**config.mk**
```make
export PLATFORM = sky130hd
export DESIGN_NAME = hsv_to_rgb_converter_flat
export DESIGN_NICKNAME = d
export VERILOG_FILES = /design/src/sv/hsv2rgb_pkg.sv /design/src/sv/hsv2rgb_in_if.sv /design/src/sv/hsv2rgb_out_if.sv /design/src/sv/hsv_to_rgb_converter.sv /design/src/sv/hsv2rgb_decode.sv /design/src/sv/hsv2rgb_lane.sv /design/src/flat_wrapper.sv
export SDC_FILE = /design/constraint.sdc
export NUM_CORES = 2
export LEC_CHECK = 0
export ABC_AREA = 0
export BUFFER_PORTS_ARGS = -buffer_cell sky130_fd_sc_hd__buf_4
export CORE_UTILIZATION = 46
export DETAILED_ROUTE_END_ITERATION = 8
export GPL_TIMING_DRIVEN = 0
export SLEW_MARGIN = 20
export SYNTH_ARGS = -nofsm -noshare
export SYNTH_HDL_FRONTEND = slang
export SYNTH_HIERARCHICAL = 1
export SYNTH_SLANG_ARGS = --single-unit
```
**constraint.sdc**
```tcl
create_clock -name clk -period 7.8 [get_ports clk]
set_input_delay 1.56 -clock clk [delete_from_list [all_inputs] [get_ports clk]]
set_output_delay 1.56 -clock clk [all_outputs]
set_load 0.01 [all_outputs]
```
**src/sv/hsv2rgb_pkg.sv**
```systemverilog
package hsv2rgb_pkg;

	// Field widths of the pixel items.
	localparam int unsigned HUE_W = 16;
	localparam int unsigned SV_W  = 9;
	localparam int unsigned RGB_W = 8;

	// Hue units in one 60-degree sector, and the value that means 360 degrees.
	localparam int unsigned SECTOR_UNITS = 7680;
	localparam int unsigned HUE_FULL     = 46080;
	localparam int unsigned ONE_Q8       = 256;
	localparam int unsigned SECTOR_COUNT = 6;

	// Width of a sector weight k in 0..SECTOR_UNITS.
	localparam int unsigned K_W = 13;

	// 256 * 7680, the weight of full brightness before the saturation term.
	localparam int unsigned FULL_SCALE = ONE_Q8 * SECTOR_UNITS;
	localparam int unsigned T_W        = 21;
	localparam int unsigned P_W        = 22;

	// Brightness times 255.
	localparam int unsigned VS_W = 17;

	// Product of brightness*255 and the weight, and the part kept after the
	// division by 2^25 (the power-of-two share of 256*256*7680).
	localparam int unsigned NUM_W   = VS_W + T_W;
	localparam int unsigned NUM_SHR = 25;
	localparam int unsigned X_W     = NUM_W - NUM_SHR;

	// Division of X by 15 as a multiply by ceil(2^19 / 15) and a shift;
	// exact for every X below 2^13.
	localparam int unsigned RECIP15     = 34953;
	localparam int unsigned RECIP_W     = 16;
	localparam int unsigned RECIP_SHR   = 19;
	localparam int unsigned Q_W         = X_W + RECIP_W;
	localparam int unsigned CHAN_MAX    = 255;

	// Decoded pixel: clamped saturation, brightness, one weight per channel and a black flag.
	typedef struct packed {
		logic [SV_W-1:0] sat;
		logic [SV_W-1:0] bright;
		logic [K_W-1:0]  k_red;
		logic [K_W-1:0]  k_green;
		logic [K_W-1:0]  k_blue;
		logic            black;
	} dec_t;

endpackage

```
**src/sv/hsv2rgb_in_if.sv**
```systemverilog
interface hsv2rgb_in_if;
	logic                             valid;
	logic                             ready;
	logic [hsv2rgb_pkg::HUE_W-1:0]    hue;
	logic [hsv2rgb_pkg::SV_W-1:0]     saturation;
	logic [hsv2rgb_pkg::SV_W-1:0]     brightness;

	modport source (output valid, hue, saturation, brightness, input ready);
	modport sink (input valid, hue, saturation, brightness, output ready);
endinterface

```
**src/sv/hsv2rgb_out_if.sv**
```systemverilog
interface hsv2rgb_out_if;
	logic                             valid;
	logic                             ready;
	logic [hsv2rgb_pkg::RGB_W-1:0]    red;
	logic [hsv2rgb_pkg::RGB_W-1:0]    green;
	logic [hsv2rgb_pkg::RGB_W-1:0]    blue;

	modport source (output valid, red, green, blue, input ready);
	modport sink (input valid, red, green, blue, output ready);
endinterface

```
**src/sv/hsv_to_rgb_converter.sv**
```systemverilog
// Channel   Dir   Handshake      Payload
// pix_in    in    valid/ready    hue[15:0], saturation[8:0], brightness[8:0]
// pix_out   out   valid/ready    red[7:0], green[7:0], blue[7:0]
//
// One pixel enters per cycle while the output is not stalled.
// Stage 1 decodes the sector and picks a weight per channel, stage 2 forms
// the saturation product, stage 3 the brightness product, and stage 4 divides
// by 15 through a reciprocal multiply and drives the output register.
// Reset clears the valid bits only; the data registers are not reset.
// When the output is valid but not taken, every stage holds and pix_in.ready
// drops, so no item is lost or repeated.

module hsv_to_rgb_converter (
	input logic           clk,
	input logic           arst_n,
	hsv2rgb_in_if.sink    pix_in,
	hsv2rgb_out_if.source pix_out
);

	logic              en;
	logic              v_s1;
	logic              v_s2;
	logic              v_s3;
	logic              v_s4;
	hsv2rgb_pkg::dec_t dec_s1;

	// The whole pipeline moves together unless the output holds an item
	// that the sink has not taken yet.
	assign en           = !v_s4 || pix_out.ready;
	assign pix_in.ready = en;
	assign pix_out.valid = v_s4;

	always_ff @(posedge clk or negedge arst_n) begin
		if (!arst_n) begin
			v_s1 <= 1'b0;
			v_s2 <= 1'b0;
			v_s3 <= 1'b0;
			v_s4 <= 1'b0;
		end else if (en) begin
			v_s1 <= pix_in.valid;
			v_s2 <= v_s1;
			v_s3 <= v_s2;
			v_s4 <= v_s3;
		end
	end

	// Stage 1: clamp saturation, fold 360 degrees to 0 and find the sector.
	hsv2rgb_decode u_decode (
		.clk        (clk),
		.en         (en),
		.hue        (pix_in.hue),
		.saturation (pix_in.saturation),
		.brightness (pix_in.brightness),
		.dec_s1     (dec_s1)
	);

	// Stages 2 to 4: one arithmetic lane per color channel.
	hsv2rgb_lane u_lane_red (
		.clk     (clk),
		.en      (en),
		.sat     (dec_s1.sat),
		.bright  (dec_s1.bright),
		.k       (dec_s1.k_red),
		.black   (dec_s1.black),
		.chan_s4 (pix_out.red)
	);

	hsv2rgb_lane u_lane_green (
		.clk     (clk),
		.en      (en),
		.sat     (dec_s1.sat),
		.bright  (dec_s1.bright),
		.k       (dec_s1.k_green),
		.black   (dec_s1.black),
		.chan_s4 (pix_out.green)
	);

	hsv2rgb_lane u_lane_blue (
		.clk     (clk),
		.en      (en),
		.sat     (dec_s1.sat),
		.bright  (dec_s1.bright),
		.k       (dec_s1.k_blue),
		.black   (dec_s1.black),
		.chan_s4 (pix_out.blue)
	);

endmodule

```
**src/sv/hsv2rgb_decode.sv**
```systemverilog
module hsv2rgb_decode (
	input  logic                          clk,
	input  logic                          en,
	input  logic [hsv2rgb_pkg::HUE_W-1:0] hue,
	input  logic [hsv2rgb_pkg::SV_W-1:0]  saturation,
	input  logic [hsv2rgb_pkg::SV_W-1:0]  brightness,
	output hsv2rgb_pkg::dec_t             dec_s1
);

	logic [hsv2rgb_pkg::SV_W-1:0]  sat_c;
	logic [hsv2rgb_pkg::HUE_W-1:0] hue_e;
	logic [hsv2rgb_pkg::HUE_W-1:0] base;
	logic [2:0]                    sector;
	logic                          beyond;
	logic [hsv2rgb_pkg::K_W-1:0]   k_a;
	logic [hsv2rgb_pkg::K_W-1:0]   k_b;
	logic [hsv2rgb_pkg::K_W-1:0]   k_c;
	logic [hsv2rgb_pkg::K_W-1:0]   k_full;
	hsv2rgb_pkg::dec_t             dec;

	always_comb begin
		sat_c = (saturation > hsv2rgb_pkg::SV_W'(hsv2rgb_pkg::ONE_Q8))
			? hsv2rgb_pkg::SV_W'(hsv2rgb_pkg::ONE_Q8) : saturation;
		hue_e = (hue == hsv2rgb_pkg::HUE_W'(hsv2rgb_pkg::HUE_FULL)) ? '0 : hue;

		// Sector search over five fixed thresholds; each compare is independent.
		sector = '0;
		base   = '0;
		for (int i = 1; i < hsv2rgb_pkg::SECTOR_COUNT; i++) begin
			if (hue_e >= hsv2rgb_pkg::HUE_W'(i * hsv2rgb_pkg::SECTOR_UNITS)) begin
				sector = 3'(i);
				base   = hsv2rgb_pkg::HUE_W'(i * hsv2rgb_pkg::SECTOR_UNITS);
			end
		end
		beyond = hue_e >= hsv2rgb_pkg::HUE_W'(hsv2rgb_pkg::SECTOR_COUNT
			* hsv2rgb_pkg::SECTOR_UNITS);

		k_full = '0;
		k_a    = hsv2rgb_pkg::K_W'(hsv2rgb_pkg::SECTOR_UNITS);
		k_b    = hsv2rgb_pkg::K_W'(hue_e - base);
		k_c    = hsv2rgb_pkg::K_W'(hsv2rgb_pkg::SECTOR_UNITS) - k_b;

		dec.sat    = sat_c;
		dec.bright = brightness;
		dec.black  = beyond && (sat_c != '0);
		case (sector)
			3'd0: begin
				dec.k_red = k_full; dec.k_green = k_c;    dec.k_blue = k_a;
			end
			3'd1: begin
				dec.k_red = k_b;    dec.k_green = k_full; dec.k_blue = k_a;
			end
			3'd2: begin
				dec.k_red = k_a;    dec.k_green = k_full; dec.k_blue = k_c;
			end
			3'd3: begin
				dec.k_red = k_a;    dec.k_green = k_b;    dec.k_blue = k_full;
			end
			3'd4: begin
				dec.k_red = k_c;    dec.k_green = k_a;    dec.k_blue = k_full;
			end
			default: begin
				dec.k_red = k_full; dec.k_green = k_a;    dec.k_blue = k_b;
			end
		endcase
	end

	always_ff @(posedge clk) begin
		if (en) begin
			dec_s1 <= dec;
		end
	end

endmodule

```
**src/sv/hsv2rgb_lane.sv**
```systemverilog
module hsv2rgb_lane (
	input  logic                         clk,
	input  logic                         en,
	input  logic [hsv2rgb_pkg::SV_W-1:0] sat,
	input  logic [hsv2rgb_pkg::SV_W-1:0] bright,
	input  logic [hsv2rgb_pkg::K_W-1:0]  k,
	input  logic                         black,
	output logic [hsv2rgb_pkg::RGB_W-1:0] chan_s4
);

	logic [hsv2rgb_pkg::P_W-1:0]   prod;
	logic [hsv2rgb_pkg::T_W-1:0]   t_s2;
	logic [hsv2rgb_pkg::VS_W-1:0]  vs_s2;
	logic                          black_s2;
	logic [hsv2rgb_pkg::NUM_W-1:0] num;
	logic [hsv2rgb_pkg::X_W-1:0]   x_s3;
	logic                          black_s3;
	logic [hsv2rgb_pkg::Q_W-1:0]   q;
	logic [hsv2rgb_pkg::Q_W-hsv2rgb_pkg::RECIP_SHR-1:0] qv;
	logic [hsv2rgb_pkg::RGB_W-1:0] chan;

	// The weight S*k never exceeds 256*7680, so the difference is never negative.
	assign prod = hsv2rgb_pkg::P_W'(sat) * hsv2rgb_pkg::P_W'(k);
	assign num  = hsv2rgb_pkg::NUM_W'(vs_s2) * hsv2rgb_pkg::NUM_W'(t_s2);
	assign q    = hsv2rgb_pkg::Q_W'(x_s3) * hsv2rgb_pkg::Q_W'(hsv2rgb_pkg::RECIP15);
	assign qv   = q[hsv2rgb_pkg::Q_W-1:hsv2rgb_pkg::RECIP_SHR];

	always_comb begin
		if (black_s3) begin
			chan = '0;
		end else if (qv > (hsv2rgb_pkg::Q_W - hsv2rgb_pkg::RECIP_SHR)'(hsv2rgb_pkg::CHAN_MAX)) begin
			chan = hsv2rgb_pkg::RGB_W'(hsv2rgb_pkg::CHAN_MAX);
		end else begin
			chan = qv[hsv2rgb_pkg::RGB_W-1:0];
		end
	end

	always_ff @(posedge clk) begin
		if (en) begin
			t_s2     <= hsv2rgb_pkg::T_W'(hsv2rgb_pkg::P_W'(hsv2rgb_pkg::FULL_SCALE) - prod);
			vs_s2    <= {bright, 8'd0} - hsv2rgb_pkg::VS_W'(bright);
			black_s2 <= black;
			x_s3     <= num[hsv2rgb_pkg::NUM_W-1:hsv2rgb_pkg::NUM_SHR];
			black_s3 <= black_s2;
			chan_s4  <= chan;
		end
	end

endmodule

```
**src/flat_wrapper.sv**
```systemverilog
// flat-port wrapper written by rule: the top's interface ports become plain ports
module hsv_to_rgb_converter_flat 
  (clk, arst_n, pix_in_valid, pix_in_hue, pix_in_saturation, pix_in_brightness, pix_in_ready, pix_out_valid, pix_out_red, pix_out_green, pix_out_blue, pix_out_ready);
  hsv2rgb_in_if pix_in_i ();
  hsv2rgb_out_if pix_out_i ();
  input logic clk;
  input logic arst_n;
  input wire logic [$bits(pix_in_i.valid)-1:0] pix_in_valid;
  input wire logic [$bits(pix_in_i.hue)-1:0] pix_in_hue;
  input wire logic [$bits(pix_in_i.saturation)-1:0] pix_in_saturation;
  input wire logic [$bits(pix_in_i.brightness)-1:0] pix_in_brightness;
  output wire logic [$bits(pix_in_i.ready)-1:0] pix_in_ready;
  output wire logic [$bits(pix_out_i.valid)-1:0] pix_out_valid;
  output wire logic [$bits(pix_out_i.red)-1:0] pix_out_red;
  output wire logic [$bits(pix_out_i.green)-1:0] pix_out_green;
  output wire logic [$bits(pix_out_i.blue)-1:0] pix_out_blue;
  input wire logic [$bits(pix_out_i.ready)-1:0] pix_out_ready;
  assign pix_in_i.valid = pix_in_valid;
  assign pix_in_i.hue = pix_in_hue;
  assign pix_in_i.saturation = pix_in_saturation;
  assign pix_in_i.brightness = pix_in_brightness;
  assign pix_in_ready = pix_in_i.ready;
  assign pix_out_valid = pix_out_i.valid;
  assign pix_out_red = pix_out_i.red;
  assign pix_out_green = pix_out_i.green;
  assign pix_out_blue = pix_out_i.blue;
  assign pix_out_i.ready = pix_out_ready;
  hsv_to_rgb_converter u_core (.clk(clk), .arst_n(arst_n), .pix_in(pix_in_i), .pix_out(pix_out_i));
endmodule
```
==> results.md <==
* Die width at 358 µm
* DR WL/cell at 18.0 µm
* Dominant synthesized flop cell: edfxtp_1
* Post-Synth XOR/XNOR Area at 2.43%
* Metal3 WL at 8.57 mm
* Setup CP Type: flop to flop
* ANT cells at 0
* Synth top area share at 38.2%
* Startpoint types: flop
* RePlAce Congestion at around 0.94
* WP data required at 8.13 ns
* H-tree depth at 2
* Warnings, synthesis at 6
* Pin count of the biggest net entering global routing at 55
* Clock period minus worst slack at about 7.5 ns
* Vias in the first global route at approximately 43000
* Max layer used: met4
* Yosys reg bits at 245
* TritonCTS clock tree: done
* I/O pin count at 64
* Post-Syn Area at 0.0584 mm²
* Max-cap violation count at 0
* Worst Setup End Kind: flop
* Post-synthesis simple-gate area fraction at 15.6%
* Total Nets Final at 8144
* Final setup viols at 0
* Overall Global Routing Usage at 23.1%
* Hold Crit Class: flop to flop
* EDFF count, synth at 241
* Initial antenna violation count at 1
* Drt pass-1 iters at 6
* CTS sink cnt at 245
* Reg clk slew, reported paths at 0.06 ns
* Hold buffers post-CTS at 0
* Synthesized area per cell at about 9.4 µm²
* Met2 WL post-DR at 65.7 mm
* Drt drc at 0
* Most frequent cells in the layout: inv_1 (1444), fa_1 (1114), nand2_1 (892)
* Adder-cell share of the synthesized area at 53.3%
* Multiplexer area fraction after synthesis at less than 1%
* Final Util at 49.6%
* Drt total wl at around 140 mm
* Starting density of the core at 46.4%
* Sequential fraction of the synthesis area at roughly an eighth
* Post-DP HPWL at 118 mm
* Arrival time worst endpoint at about 7.8 ns
* Clk buf depth at 3
* Synth Net Count at around 8000
* Synth async-reset ratio at 1.63%
* RSZ-0062 raised after global routing: no
* M1 WL at 66.1 mm
* Clock Latency Late Sink at 0.60 ns
* Largest family of logic cells by synthesized area: adder cells
* Total gr overflow at 0
* Clk_skew at 0.0218 ns
* Area delta synth->final at 6.82%
* Least-Margin Pin Slew at 0.999 ns
* Share of cells above drive strength 1 at 3.44%
* PortBufs at 59
* Top cells by area, synth: fa_1 (38%), ha_1 (15%), edfxtp_1 (12%), inv_1 (9.3%), and2_1 (6.6%)
* Placement Rows at 130
* Synth Area in Compound Gates at roughly 5.2%
* Dominant cell type by area after synthesis: fa_1
* First-pass GRT wire length at ~230 mm
* Hold_ws at ~0.42 ns
* Netlist cell types at 109
* Commonest non-fill, non-tap cell in the layout: inv_1
* Vias at 41100
* Fin crit share at 95.6%
* Max Clock Freq at 134 MHz
* Slew margin rel. at 33.4%
* Setup tns final at 0 ns
* Vias per cell at 5.16
* Die Area at 0.128 mm²
* CORE AREA at roughly 0.13 mm²
* Remaining antenna violation count at 0
* Pre-CTS setup slack at -0.178 ns
* Critical path peak fanout at 10
* Mapped Cells at 6180
* Die Y-Extent at 358 µm
* CTS Buf Count at 37
* Max Slew Vio Count at 0
* Outcome: completed
* Iteration-0 DRC count of the detailed router at 2527
* Final hold vios at 0
* Root buf cell: clkbuf_16
* Final setup margin at ~0.35 ns
-- final timing paths --
path	startpoint	end	cells past startpoint	slack, ns
max	u_core/u_lane_green/t_s2[18]	u_core/u_lane_green/x_s3[5]	23	0.35
min	u_core/u_lane_green/black_s2	u_core/u_lane_green/black_s3	0	0.42
min in group asynchronous	arst_n	u_core/v_s3	1	0.75
max reg2reg	u_core/u_lane_green/t_s2[18]	u_core/u_lane_green/x_s3[5]	23	0.35
max in group asynchronous	arst_n	u_core/v_s1	1	6.94
min reg2reg	u_core/u_lane_green/black_s2	u_core/u_lane_green/black_s3	0	0.42
-- state kept, by name (all words and copies together), names as in the netlist, 8 cells and up --
| signal | cells |
|---|---|
| u_core/u_decode/dec_s1 | 58 |
| u_core/u_lane_blue/t_s2 | 21 |
| u_core/u_lane_green/t_s2 | 21 |
| u_core/u_lane_red/t_s2 | 21 |
| u_core/u_lane_blue/vs_s2 | 17 |
| u_core/u_lane_green/vs_s2 | 17 |
| u_core/u_lane_red/vs_s2 | 17 |
| u_core/u_lane_blue/x_s3 | 13 |
| u_core/u_lane_green/x_s3 | 13 |
| u_core/u_lane_red/x_s3 | 13 |
| u_core/u_lane_blue/chan_s4 | 8 |
| u_core/u_lane_green/chan_s4 | 8 |
| u_core/u_lane_red/chan_s4 | 8 |
-- stage by stage --
| step | area [µm²] | instances |
|---|---|---|
| 2_1_floorplan | 58400 | 6180 |
| 3_3_place_gp | 60900 | 7889 |
| 3_5_place_dp | 61000 | 7894 |
| 4_1_cts | 62200 | 7958 |
| 5_1_grt | 62400 | 7965 |
| 6_report | 62400 | 7965 |
-- critical path, cell delays in order (launching register included) --
cell and delay [ns]:
edfxtp_1 0.44, clkbuf_1 0.38, clkbuf_1 0.56, nand2_1 0.17
fa_1 0.57, inv_1 0.06, fa_1 0.54, inv_1 0.06
fa_1 0.49, inv_1 0.05, fa_1 0.45, fa_1 0.52
inv_1 0.05, fa_1 0.47, inv_1 0.05, ha_1 0.29
and3_4 0.20, a2111o_1 0.40, a311o_1 0.40, nor2b_4 0.18
nor3_4 0.28, o21bai_2 0.13, and3_1 0.18, a211o_1 0.27
-- layout make-up --
type	instances	area, µm²
fillers	11900	63400
clock inverters	23	249
inverters	1445	5420
well taps	1650	2060
repair buffers	74	661
flip-flops and latches	245	7340
multi-input cells	4254	44700
clock buffers	42	966
plain buffers	232	918
-- cell families after synthesis --
logic type	after synthesis
AO/OA/AOI/OAI	437
flip-flops	245
multiplexers	5
XOR/XNOR	161
AND/OR/NAND/NOR	1834
adder cells (fa/ha/maj)	1817
buffers and inverters	1681
-- Yosys cell counts (5+ instances only) --
cell type	number
o2111ai_1	7
nor4_1	10
o21a_1	28
ha_1	703
edfxtp_1	241
a21o_1	34
buf_1	6
o21ai_1	24
nand4_1	12
nor3_1	40
and3_1	24
clkbuf_1	222
a221o_1	5
nand3_1	35
a31oi_1	12
nand2b_1	18
a22o_1	12
xnor2_1	107
o21bai_1	14
nor2_1	98
xor2_1	53
o221ai_1	8
fa_1	1114
or3_1	13
nor3b_1	8
a211o_1	7
o31ai_1	10
buf_2	5
and2_1	612
o21ai_0	60
or2_2	5
inv_1	1444
a311oi_1	6
o211ai_1	9
nor2b_1	24
a211oi_1	21
and4_1	7
a21oi_1	118
nand2_1	892
-- layer usage --
| metal | global-route usage [%] | vias up |
|---|---|---|
| met3 | 3.38 | 143 |
| met5 | 0 | - |
| met4 | 4.35 | 0 |
| met2 | 37.1 | 1033 |
| met1 | 33.5 | 20900 |
| li1 | - | 19000 |
-- what timing repair did --
action | in CTS | in global routing
resized for setup | 6 | 39
buffers inserted | 0 | 10
setup endpoints to repair | 6 | 10
gates cloned | 0 | 0
Power is left out: the tool's default activity adds up to more than one toggle a clock period on the data nets, which glitch-free logic cannot reach.
